[src/hw/rtl/sfp_pkg.sv]
// Shared types and constants of the serial frame parser.
package sfp_pkg;

	localparam int unsigned ByteW = 8;
	localparam int unsigned CfgIdxW = 2;

	// Configuration register indexes.
	localparam logic [CfgIdxW-1:0] REG_FIRST_HEADER  = 2'd0;
	localparam logic [CfgIdxW-1:0] REG_SECOND_HEADER = 2'd1;
	localparam logic [CfgIdxW-1:0] REG_MAX_LENGTH    = 2'd2;

	localparam logic [ByteW-1:0] RST_FIRST_HEADER  = 8'd170;
	localparam logic [ByteW-1:0] RST_SECOND_HEADER = 8'd85;
	localparam logic [ByteW-1:0] RST_MAX_LENGTH    = 8'd255;

	typedef enum logic [1:0] {
		KIND_BODY = 2'd0,
		KIND_GOOD = 2'd1,
		KIND_BAD  = 2'd2,
		KIND_LONG = 2'd3
	} kind_t;

	typedef struct packed {
		logic [ByteW-1:0] first_header;
		logic [ByteW-1:0] second_header;
		logic [ByteW-1:0] max_body_length;
	} cfg_t;

	typedef struct packed {
		kind_t            kind;
		logic [ByteW-1:0] data_byte;
		logic [ByteW-1:0] command_code;
		logic [ByteW-1:0] body_length;
		logic             frame_end;
	} res_t;

endpackage

[src/hw/rtl/sfp_cfg.sv]
// Configuration registers of the serial frame parser.
module sfp_cfg import sfp_pkg::*; (
	input  logic               clk,
	input  logic               arst_n,
	input  logic               cfg_we,
	input  logic [CfgIdxW-1:0] cfg_index,
	input  logic [ByteW-1:0]   cfg_wdata,
	output cfg_t               cfg
);

	cfg_t cfg_q;

	always_ff @(posedge clk or negedge arst_n) begin
		if (!arst_n) begin
			cfg_q.first_header    <= RST_FIRST_HEADER;
			cfg_q.second_header   <= RST_SECOND_HEADER;
			cfg_q.max_body_length <= RST_MAX_LENGTH;
		end else if (cfg_we) begin
			case (cfg_index)
				REG_FIRST_HEADER:  cfg_q.first_header    <= cfg_wdata;
				REG_SECOND_HEADER: cfg_q.second_header   <= cfg_wdata;
				REG_MAX_LENGTH:    cfg_q.max_body_length <= cfg_wdata;
				default: ;
			endcase
		end
	end

	assign cfg = cfg_q;

endmodule

[src/hw/rtl/sfp_core.sv]
// Frame state machine: per-byte phase, checksum and length tracking.
module sfp_core import sfp_pkg::*; (
	input  logic             clk,
	input  logic             arst_n,
	input  cfg_t             cfg,
	input  logic             in_valid,
	input  logic [ByteW-1:0] rx_byte,
	output logic             res_valid,
	output res_t             res
);

	typedef enum logic [5:0] {
		PH_HUNT1 = 6'b000001,
		PH_HUNT2 = 6'b000010,
		PH_CMD   = 6'b000100,
		PH_LEN   = 6'b001000,
		PH_BODY  = 6'b010000,
		PH_CHECK = 6'b100000
	} phase_t;

	phase_t           phase_q, phase_d;
	logic [ByteW-1:0] sum_q, sum_d;
	logic [ByteW-1:0] cmd_q, cmd_d;
	logic [ByteW-1:0] len_q, len_d;
	logic [ByteW-1:0] left_q, left_d;
	logic [ByteW-1:0] left_dec;
	logic [ByteW-1:0] sum_add;

	assign left_dec = left_q - 8'd1;
	assign sum_add  = sum_q + rx_byte;

	always_comb begin
		phase_d   = phase_q;
		sum_d     = sum_q;
		cmd_d     = cmd_q;
		len_d     = len_q;
		left_d    = left_q;
		res_valid = 1'b0;
		res.kind         = KIND_BODY;
		res.data_byte    = rx_byte;
		res.command_code = cmd_q;
		res.body_length  = len_q;
		res.frame_end    = 1'b0;
		case (phase_q)
			PH_HUNT2: begin
				if (rx_byte == cfg.second_header) begin
					sum_d   = sum_add;
					phase_d = PH_CMD;
				end else begin
					phase_d = PH_HUNT1;
				end
			end
			PH_CMD: begin
				cmd_d   = rx_byte;
				sum_d   = sum_add;
				phase_d = PH_LEN;
			end
			PH_LEN: begin
				len_d = rx_byte;
				sum_d = sum_add;
				if (rx_byte > cfg.max_body_length) begin
					phase_d          = PH_HUNT1;
					res_valid        = 1'b1;
					res.kind         = KIND_LONG;
					res.body_length  = rx_byte;
					res.frame_end    = 1'b1;
				end else begin
					left_d  = rx_byte;
					phase_d = (rx_byte == '0) ? PH_CHECK : PH_BODY;
				end
			end
			PH_BODY: begin
				sum_d     = sum_add;
				left_d    = left_dec;
				res_valid = 1'b1;
				if (left_dec == '0) begin
					phase_d = PH_CHECK;
				end
			end
			PH_CHECK: begin
				phase_d       = PH_HUNT1;
				res_valid     = 1'b1;
				res.kind      = (rx_byte == sum_q) ? KIND_GOOD : KIND_BAD;
				res.frame_end = 1'b1;
			end
			default: begin
				// Hunting; a new first header restarts the sum at that byte.
				if (rx_byte == cfg.first_header) begin
					sum_d   = rx_byte;
					phase_d = PH_HUNT2;
				end else begin
					phase_d = PH_HUNT1;
				end
			end
		endcase
	end

	always_ff @(posedge clk or negedge arst_n) begin
		if (!arst_n) begin
			phase_q <= PH_HUNT1;
			sum_q   <= '0;
			cmd_q   <= '0;
			len_q   <= '0;
			left_q  <= '0;
		end else if (in_valid) begin
			phase_q <= phase_d;
			sum_q   <= sum_d;
			cmd_q   <= cmd_d;
			len_q   <= len_d;
			left_q  <= left_d;
		end
	end

endmodule

[src/hw/rtl/sfp_out.sv]
// Result register with a skid stage toward the output stream.
module sfp_out import sfp_pkg::*; (
	input  logic clk,
	input  logic arst_n,
	input  logic push,
	input  res_t push_res,
	output logic ready,
	output logic out_valid,
	input  logic out_ready,
	output res_t out_res
);

	logic out_valid_q;
	logic skid_valid_q;
	res_t out_q;
	res_t skid_q;
	logic pop;

	assign pop   = out_valid_q && out_ready;
	// Ready comes from a register only, so the input never waits on the output path.
	assign ready = !skid_valid_q;

	always_ff @(posedge clk or negedge arst_n) begin
		if (!arst_n) begin
			out_valid_q  <= 1'b0;
			skid_valid_q <= 1'b0;
		end else if (skid_valid_q) begin
			if (pop) begin
				skid_valid_q <= 1'b0;
			end
		end else if (push) begin
			if (out_valid_q && !pop) begin
				skid_valid_q <= 1'b1;
			end
			out_valid_q <= 1'b1;
		end else if (pop) begin
			out_valid_q <= 1'b0;
		end
	end

	always_ff @(posedge clk) begin
		if (skid_valid_q) begin
			if (pop) begin
				out_q <= skid_q;
			end
		end else if (push) begin
			if (out_valid_q && !pop) begin
				skid_q <= push_res;
			end else begin
				out_q <= push_res;
			end
		end
	end

	assign out_valid = out_valid_q;
	assign out_res   = out_q;

endmodule

[src/hw/rtl/serial_frame_parser.sv]
// Top level of the serial frame parser.
//
// Bytes from a serial receiver enter on the s_ stream, one byte per beat.
// The parser hunts for two header bytes, then takes a command byte, a length
// byte, the body and a checksum byte (8-bit wrapping sum of all prior bytes).
// Each body byte leaves on the m_ stream as kind body; the frame closes with
// one beat of kind good, checksum error or length too long, with m_tlast set.
// Header and stray bytes produce no output beat.
// One byte per cycle while s_tready is high: the per-byte update is a single
// compare and 8-bit add between the state registers and the result register.
// The result beat of an accepted byte is registered in the result register or the skid.
// A two-entry output buffer (result register plus skid) decouples the sides;
// s_tready drops only when both entries hold results the receiver has not
// taken, and returns the cycle after the next beat leaves.
// Reset clears the parser to header hunting and loads the register defaults
// (first header 170, second header 85, maximum length 255); output is empty.
// Configuration writes take effect on the next clock edge.
module serial_frame_parser import sfp_pkg::*; (
	input  logic               clk,
	input  logic               arst_n,
	input  logic               cfg_we,
	input  logic [CfgIdxW-1:0] cfg_index,
	input  logic [ByteW-1:0]   cfg_wdata,
	input  logic               s_tvalid,
	output logic               s_tready,
	input  logic [7:0]         s_tdata,   // [7:0] rx_byte
	output logic               m_tvalid,
	input  logic               m_tready,
	output logic [23:0]        m_tdata,   // [7:0] data_byte, [15:8] command_code,
	                                      // [23:16] body_length
	output logic [1:0]         m_tuser,   // [1:0] kind
	output logic               m_tlast    // frame_end
);

	cfg_t cfg;
	logic accept;
	logic res_valid;
	res_t res;
	res_t out_res;

	assign accept = s_tvalid && s_tready;

	sfp_cfg u_cfg (
		.clk       (clk),
		.arst_n    (arst_n),
		.cfg_we    (cfg_we),
		.cfg_index (cfg_index),
		.cfg_wdata (cfg_wdata),
		.cfg       (cfg)
	);

	sfp_core u_core (
		.clk       (clk),
		.arst_n    (arst_n),
		.cfg       (cfg),
		.in_valid  (accept),
		.rx_byte   (s_tdata),
		.res_valid (res_valid),
		.res       (res)
	);

	sfp_out u_out (
		.clk       (clk),
		.arst_n    (arst_n),
		.push      (accept && res_valid),
		.push_res  (res),
		.ready     (s_tready),
		.out_valid (m_tvalid),
		.out_ready (m_tready),
		.out_res   (out_res)
	);

	assign m_tdata = {out_res.body_length, out_res.command_code, out_res.data_byte};
	assign m_tuser = out_res.kind;
	assign m_tlast = out_res.frame_end;

endmodule

[config.mk]
export PLATFORM = sky130hd
export DESIGN_NAME = serial_frame_parser
export DESIGN_NICKNAME = d
export VERILOG_FILES = /design/src/hw/rtl/sfp_pkg.sv /design/src/hw/rtl/sfp_cfg.sv /design/src/hw/rtl/sfp_core.sv /design/src/hw/rtl/sfp_out.sv /design/src/hw/rtl/serial_frame_parser.sv
export SDC_FILE = /design/constraint.sdc
export NUM_CORES = 1
export LEC_CHECK = 0
export ABC_AREA = 1
export CORE_MARGIN = 1
export CORE_UTILIZATION = 50
export DETAILED_ROUTE_END_ITERATION = 8
export DONT_BUFFER_PORTS = 1
export MAX_ROUTING_LAYER = met4
export SETUP_SLACK_MARGIN = 0.1
export SLEW_MARGIN = 0
export SYNTH_ARGS = -nofsm -noshare
export SYNTH_HDL_FRONTEND = slang
export SYNTH_SLANG_ARGS = --single-unit
[constraint.sdc]
create_clock -name clk -period 9 [get_ports clk]
set_clock_uncertainty 0.2 [all_clocks]
set_input_delay 1.35 -clock clk [delete_from_list [all_inputs] [get_ports clk]]
set_output_delay 1.35 -clock clk [all_outputs]
set_load 0.005 [all_outputs]
; Yosys cells after proc, flatten, opt, wreduce, memory -nomap -nowiden
; Index checks and enable logic that the tools add are counted.
[totals]
reg_bits = 118
input_bits = 23
out_inout_bits = 29
word_cells = 95
[classes]
n_addsub = 2
order_cmp = 1
n_eq_ne = 15
muxes = 29
n_bitwise = 2
n_reduce_logical = 26
[ops]
columns = op, n
row1 = two-way mux 27 bit, 4
row2 = two-way mux 8 bit, 4
row3 = case mux 6 bit (5 select lines), 1
row4 = equality test 8 bit, 3
row5 = case mux 8 bit (3 select lines), 1
row6 = two-way mux 6 bit, 3
row7 = logical NOT 8 bit, 2
row8 = case mux 8 bit (2 select lines), 1
row9 = AND reduction 2 bit, 7
row10 = two-way mux 9 bit, 1
row11 = AND reduction 3 bit, 3
row12 = adder 8 bit, 1
row13 = greater-than comparator 8 bit, 1
row14 = subtractor 8 x 1 -> 8 bit (second input constant), 1
row15 = two-way mux 1 bit, 7
row16 = equality test 6 x 2 -> 1 bit (second input constant), 1
row17 = equality test 6 x 3 -> 1 bit (second input constant), 1
row18 = equality test 6 x 4 -> 1 bit (second input constant), 1
row19 = equality test 6 x 5 -> 1 bit (second input constant), 1
row20 = equality test 6 bit (second input constant), 1
row21 = two-way mux 2 bit, 3
row22 = inequality test 2 x 1 -> 1 bit (second input constant), 3
row23 = nonzero test 2 bit, 3
row24 = logical AND 1 bit, 4
row25 = 13 further kinds, 17

; Depth between registers and ports, before layout
; Gate-level depths: netlist (run 1).
[logic_depth]
depth_word = 6
mapped_depth = 15
ltp_nobuf = 14

; Modules after synthesis
; A second synthesis (run 1) with hierarchy kept.
[hier_totals]
hier_cells = 688
hier_area_um2 = 6110.9
[modules_own_cells]
columns = module, n_inst, cells_per_inst, area_per_inst_um2, seq_area_each_um2
row1 = sfp_core, 1, 418, 2947.8, 952.2
row2 = sfp_out, 1, 159, 2074.5, 1671.6
row3 = sfp_cfg, 1, 107, 1071.0, 620.6
row4 = serial_frame_parser, 1, 4, 17.5, 0.0

; Least setup slack after synthesis (run 1)
; No wires, ideal clock.
[synth_path]
path_kind = input to register
startpoint = input s_tdata[0]
endpoint = register u_out.out_q, in the netlist u_out.out_res[0] (enable)
setup_ps = 420
t_arrival_ps = 3750
t_required_ps = 8380
setup_slack_ps = 4630
stages = 14
path_buffers = 1
path_cell_list = buf_2 > inv_1 > ha_1 > inv_1 > nand2_1 > nand2_1 > nand2_1 > nand2_1 > nand2_1 > nand2_1 > nand3_4 > nand2_1 > nand2_1 > a21oi_1
[synth_via]
elab_chain_cells = 6
[synth_rtl]
columns = element, line_no
row1 = "start, declared", serial_frame_parser.sv:26  ; input logic [7:0] s_tdata,
row2 = greater-than comparator 8 bit, sfp_core.sv:61  ; if (rx_byte > cfg.max_body_length) begin
row3 = two-way mux 1 bit, sfp_core.sv:61
row4 = case mux 1 bit (2 select lines), sfp_core.sv:44  ; case (phase_q)
row5 = logical AND 1 bit, serial_frame_parser.sv:65  ; .push (accept && res_valid),
row6 = nonzero test 2 bit (no source line), --
row7 = AND reduction 3 bit (no source line), --
row8 = "end signal, assigned", sfp_out.sv:44  ; out_q <= skid_q;
row9 = "end signal, assigned", sfp_out.sv:50  ; out_q <= push_res;
row10 = "end, declared", sfp_out.sv:15  ; res_t out_q;
; No other way between the ends.
; A chain may end at the register's enable or synchronous reset.

; Final worst setup path (run 1)
[layout_path]
startpoint = input s_tdata[7]
endpoint = register u_out.out_q, in the netlist u_out.out_res[12] (enable)
; The elaborated chain is that of the path after synthesis.

==> metrics.txt, run 1 <==
worst setup path class=in2reg; CTS buffer count=17; first-pass GRT wire length=between 20000 and 25000 um; via count=4310; DR pass1 iterations=8; CTS root buf=clkbuf_16; part of the power in registers=about two fifths; Cell Area, Synth=roughly 6100 um^2; critical path arrival=just over 3000 ps; iteration-0 DRC count of the detailed router=318; Hold Crit Class=reg2reg; YS warnings=0; startpoint types=input pin; post-synthesis sequential area ratio=53.5%; combinational share of power=around 11%; sw frac=23.9%; overall routing resource usage=~23%; CTS tree=yes; CTS clk-pin slew, worst paths=approximately 50 ps; max-cap violation count=0; Crit Path Max Fanout=27; initial core utilization=a little over half; synth unique cells=40; antenna viol nets, final=0; Worst EP required=between 8000 and 9000 ps; # IOs=between 50 and 60; Main synth FF type=edfxtp_1; Hold Buf Count CTS=0; Worst VDD drop=roughly 0.14 mV; Hold EP=u_out.skid_q[10]; Net Sw Power=0.365 mW; initial antenna violation count=0; Synth area leader=edfxtp_1; pins over their slew limit=0; number of synthesized flops with an enable pin=54; CP Capture Type=flip-flop; Hold Crit Start=u_core.cmd_q[1]; Via density=around 5.3; worst skew pair latency=around 420 ps; Worst Hold Path Cells=0; setup TNS=0 ps; Site Rows=39; Pleak=a little over 3 nW; area share of the largest cell type after synthesis=26.7%; CTS sink count=roughly 120; Diodes inserted=0; Yosys reg bits=about 120; vias in the first global route=about 4100; DP Wirelength=roughly 9000 um; Congestion Overflow GR=0; Clock Tree Buf Depth=2; routability cong.=0.838; Die W=roughly 110 um; largest cells by area after synthesis=edfxtp_1, dfrtp_1, nand2_1; measured slew at the worst slew-check pin=around 780 ps; minimum clock period=about 3200 ps; area delta synth->final=11.2%; final hold vios=0; Clock Power Share=between 40% and 50%; largest net degree at the start of global routing=65; DR WL/cell=~16 um; Setup Fix Bufs, Post-CTS=0; Syn Area/Cell=about 9.1 um^2; cell count after synthesis=664; Reg2Reg Depth=11; Mapped Nets=around 710; total wire length=roughly 13000 um; post-route cell area=about 6700 um^2; most common cell in the netlist=nand2_1; H-tree depth=4; Tcrit/Tclk final=a little over a third; share of flip-flops with an asynchronous set or reset=a little over half; Rel. slew slack=between 40% and 50%; fmax=roughly 310 MHz; Worst R2R End=u_out.out_res[12]; cell-internal power=roughly 1.2 mW; Setup Viol. Count Final=0; die area=between 10000 and 15000 um^2; register-to-register setup slack=around 6200 ps; pwr/cell area=~230 nW/um^2; ratio of cells with drive above 1 in the final layout=between 15 and 20%; residual DRC count=4; Critical R2R Launch=u_cfg.cfg[7]; status=finished with violations; Power, Total=1.53 mW; placed inst area=slightly above 6000 um^2; fin nets=between 700 and 800; Core ar.=around 12000 um^2; failing checks=design-rule violations; Synth top cells by count=nand2_1, inv_1, o21ai_0; Port Buf Inserts=0; RSZ-0062 raised after global routing=no; post_cts resized=0; Die H=between 100 and 150 um
==> routing by layer <==
| layer | GRT usage, % | part of all wire [%] |
|---|---|---|
| met5 | - | 0 |
| met4 | 10.3 | 2.2 |
| met3 | 4.86 | 4.1 |
| met2 | 35.5 | 48 |
| met1 | 29.6 | 46 |
==> power groups by stage <==
stage | clock network, mW | registers (mW) | logic, mW
2_1_floorplan | 0 | 0.631 | 0.141
3_3_place_gp | 0 | 0.638 | 0.163
3_5_place_dp | 0 | 0.638 | 0.170
4_1_cts | 0.736 | 0.629 | 0.171
5_1_grt | 0.763 | 0.633 | 0.195
6_report | 0.727 | 0.629 | 0.170
==> placed cells by master (no fill, tap or decap), drive strengths merged <==
cell	instances
dfrtp	47
xor2	9
bufinv	5
fa	1
clkinvlp	3
nand3	26
nor3	1
nor2	32
buf	3
a21oi	10
clkbuf	18
nand4	11
a21boi	1
nor4	3
clkinv	7
a21o	1
o21bai	1
a31oi	3
xnor2	12
nand2	229
o21a	8
o21ai	79
or2	2
dfstp	17
inv	73
ha	17
edfxtp	54
==> per-stage QoR <==
| step | instances | utilization [%] | setup WS [ps] | hold slack, ps |
|---|---|---|---|---|
| 2_1_floorplan | 664 | - | 4630 | 247 |
| 3_3_place_gp | 784 | 52.6 | 5440 | 259 |
| 3_5_place_dp | 784 | 52.6 | 5360 | 263 |
| 4_1_cts | 816 | 58.0 | 5790 | 277 |
| 5_1_grt | 816 | 58.0 | 5560 | 290 |
| 6_report | 816 | 58.0 | 5790 | 274 |
==> how the worst max path moves through the flow <==
stage | from | to | cells past startpoint
global route | s_tdata[0] | u_out.out_res[12] | 14
finish | s_tdata[7] | u_out.out_res[12] | 10
detailed placement | s_tdata[0] | u_out.out_res[12] | 14
CTS | s_tdata[0] | u_out.out_res[12] | 14
floorplan | s_tdata[0] | u_out.out_res[0] | 14
global placement | s_tdata[0] | u_out.out_res[0] | 14
==> worst max-delay path: stages <==
cell     delay, ps
ha_1           280
nand2_1         80
nor2_1         170
nand2_1         70
nand2_1        120
nand3_4        260
nand2_1        130
nand2_1        140
a21oi_2        160
buf_4          310
==> layout make-up <==
| class | instances | area [um^2] |
|---|---|---|
| Clock inverter | 14 | 208 |
| Sequential cell | 118 | 3240 |
| Clock buffer | 18 | 429 |
| Tap cell | 143 | 179 |
| Multi-Input combinational cell | 446 | 2380 |
| Timing Repair Buffer | 3 | 22.5 |
| Inverter | 74 | 279 |
| Fill cell | 1043 | 4870 |
==> cells by family (layout without fill, tap and decap cells) <==
logic type                 Yosys count  count (layout)  synth area share (%)
xor gates and xnor gates            21              21                  3.03
and+or+nand+nor                    304             304                  22.1
buffers and inverters              100             109                  7.33
adders and majority gates           18              18                  3.84
AOI/OAI and AO/OA                  103             103                  10.2
DFF                                118             118                  53.5
==> state kept, by name, indices dropped and copies added, names as in the netlist <==
register / cells
u_out.skid_valid_q: 1
u_out.skid_q: 27
u_core.left_q: 8
u_out.out_valid: 1
u_out.out_res: 27
u_core.cmd_q: 8
u_core.len_q: 8
u_cfg.cfg: 24
u_core.phase_q: 6
u_core.sum_q: 8
Power figures use the tool's default switching activity.
==> run 2: changes to the inputs <==
==> constraint.sdc (replaced) <==
create_clock -name clk -period 3.1 [get_ports clk]
set_clock_uncertainty 0.2 [all_clocks]
set_input_delay 0.465 -clock clk [delete_from_list [all_inputs] [get_ports clk]]
set_output_delay 0.465 -clock clk [all_outputs]
set_load 0.005 [all_outputs]
==> metrics.txt, run 2 (synthesis gave the netlist of run 1 again) <==
status=finished with violations (unchanged); failing checks=design-rule violations (unchanged); combinational share of power=12.1% (was 11.2%); fin nets=712 (was 701); CP startpoint=u_cfg.cfg[7] (was s_tdata[7]); H-tree depth=4 (unchanged); CTS tree=yes (unchanged); CTS buffer count=17 (unchanged); max-cap violation count=0 (unchanged); pwr/cell area=623 nW/um^2 (was 226 nW/um^2); # IOs=52 (unchanged); worst skew pair latency=410 ps (was 420 ps); critical path depth=10 (unchanged); die area=12600 um^2 (unchanged); Reg2Reg Depth=10 (was 11); worst setup path class=reg2reg (was in2reg); Critical R2R Launch=u_cfg.cfg[7] (unchanged); residual DRC count=8 (was 4); ratio of cells with drive above 1 in the final layout=15.2% (was 15.8%); slowest stage delay, CP=530 ps (was 310 ps); routability cong.=0.823 (was 0.838); Worst EP required=3190 ps (was 8880 ps); post_cts resized=0 (unchanged); register-to-register setup slack=560 ps (was 6150 ps); final hold vios=0 (unchanged); initial core utilization=52.2% (unchanged); Multi-input gate area=2380 um^2 (unchanged); sw frac=24.2% (was 23.9%); Crit Path Max Fanout=24 (was 27); fmax=between 300 and 400 MHz; crit path to=u_core.left_q[7] (was u_out.out_res[12]); Setup Viol. Count Final=0 (unchanged); Worst VDD drop=0.279 mV (was 0.139 mV); Site Rows=39 (unchanged); overall routing resource usage=23.3% (was 23.1%); DP Wirelength=8710 um (was 8970 um); Clock Power Share=44.8% (was 47.6%); CTS sink count=118 (unchanged); initial antenna violation count=0 (unchanged); DR pass1 iterations=6 (was 8); Tcrit/Tclk final=81.8%; buffers and inverters on the worst path=3 (was 1); RSZ-0062 raised after global routing=no (unchanged); largest net degree at the start of global routing=65 (unchanged); Net Sw Power=1.03 mW (was 0.365 mW); Pleak=3.08 nW (was 3.05 nW); cell-internal power=3.21 mW (was 1.16 mW); via count=4276 (was 4310); Port Buf Inserts=0 (unchanged); minimum clock period=between 2000 and 3000 ps; Congestion Overflow GR=0 (unchanged); Die W=112 um (unchanged); Final Core Density=58.6% (was 58.0%); most frequent cells in the layout=nand2_1, inv_1, o21ai_0, edfxtp_1, dfrtp_1 (unchanged); iteration-0 DRC count of the detailed router=341 (was 318); Hold Crit Class=in2reg (was reg2reg); Slowest-stage cell, CP=dfstp_2 (was buf_4); critical path arrival=2630 ps (was 3090 ps); startpoint types=flip-flop (was input pin); part of the power in registers=43.0% (was 41.2%); measured slew at the worst slew-check pin=758 ps (was 778 ps); Core ar.=11600 um^2 (unchanged); total wire length=12900 um (about the same); setup TNS=0 ps (unchanged); CP Capture Type=flip-flop (unchanged); FILL cells=1026 (was 1043); cell mode on critical path=inv_1 (was nand2_1); Rel. slew slack=49.5% (was 48.2%); FF/Latch Area=3240 um^2 (unchanged); Worst R2R End=u_core.left_q[7] (was u_out.out_res[12]); pins over their slew limit=0 (unchanged); first-pass GRT wire length=21300 um (was 21200 um); CTS clk-pin slew, worst paths=50 ps (about the same); area delta synth->final=12.2% (was 11.2%); Diodes inserted=0 (unchanged); crit-path leading delay family=simple AND/OR/NAND/NOR gates (unchanged); vias in the first global route=4210 (was 4070); Power, Total=4.24 mW (was 1.53 mW); antenna viol nets, final=0 (unchanged); Clock Tree Buf Depth=2 (unchanged); CTS root buf=clkbuf_16 (unchanged); DR WL/cell=15.6 um (was 15.8 um); Via density=5.17 (was 5.28); CP cell instances=inv_1 -> ha_1 -> nand2_1 -> nor2_1 -> nand4_1 -> nand3_4 -> buf_4 -> nand2_2 -> o21ai_0 -> inv_1 (was ha_1 -> nand2_1 -> nor2_1 -> nand2_1 -> nand2_1 -> nand3_4 -> nand2_1 -> nand2_1 -> a21oi_2 -> buf_4); most common cell after layout, fill and taps aside=nand2_1 (unchanged); Die H=112 um (unchanged); Setup Fix Bufs, Post-CTS=0 (unchanged)
run 2: area by class of cell:
type	instances	area share, %
timing repair buffer	14	2.17
clock inverter	12	1.99
clock buffer	20	6.42
inverter	74	4.10
sequential	118	47.7
tap	143	2.63
multi-input combinational	446	35.0
run 2: power by group through the flow:
stage | clock network [mW] | logic (mW) | registers, mW
6_report | 1.90 | 0.515 | 1.82
5_1_grt | 2.01 | 0.595 | 1.83
4_1_cts | 1.93 | 0.516 | 1.82
3_5_place_dp | 0 | 0.481 | 1.85
3_3_place_gp | 0 | 0.470 | 1.84
2_1_floorplan | 0 | 0.409 | 1.83
run 2: how the worst min path moves through the flow:
| stage | start | end | slack (ps) | cells past startpoint |
|---|---|---|---|---|
| floorplan | arst_n | u_cfg.cfg[11] | -30 | 0 |
| global placement | arst_n | u_core.left_q[4] | -30 | 0 |
| detailed placement | arst_n | u_core.left_q[3] | -30 | 0 |
| CTS | cfg_wdata[0] | u_cfg.cfg[8] | 9 | 2 |
| global route | m_tready | u_out.skid_valid_q | 10 | 3 |
| finish | cfg_wdata[6] | u_cfg.cfg[6] | 20 | 2 |
run 2: layer usage:
| layer | part of all wire, % | up-vias | track usage, % | wire (um) |
|---|---|---|---|---|
| li1 | - | 2167 | - | - |
| met1 | 44 | 1979 | 27.7 | 5700 |
| met2 | 49 | 112 | 37.8 | 6270 |
| met3 | 5.2 | 18 | 6.26 | 674 |
| met4 | 1.9 | 0 | 9.33 | 243 |
| met5 | 0 | - | - | 0 |
run 2: worst register-to-register path, stage by stage, from the launching register on:
cell and delay [ps]:
dfstp_2 530, inv_1 40, ha_1 280, nand2_1 70, nor2_1 140, nand4_1 160
nand3_4 120, buf_4 260, nand2_2 290, o21ai_0 270, inv_1 60
run 2: timing repair:
action	in CTS	in global routing
hold buffers	10	0
hold endpoints to repair	72	0
endpoints found under the setup margin	0	0
run 2: stage by stage:
| step | cell area (um^2) | hold slack [ps] | worst slack, ps | std cells |
|---|---|---|---|---|
| after floorplan | 6070 | -30.6 | 129 | 664 |
| after global placement | 6110 | -27.6 | 613 | 785 |
| after detailed placement | 6110 | -28.1 | 555 | 785 |
| after CTS | 6800 | 9.02 | 548 | 827 |
| after global routing | 6800 | 10.8 | 346 | 827 |
| final | 6800 | 16.6 | 564 | 827 |
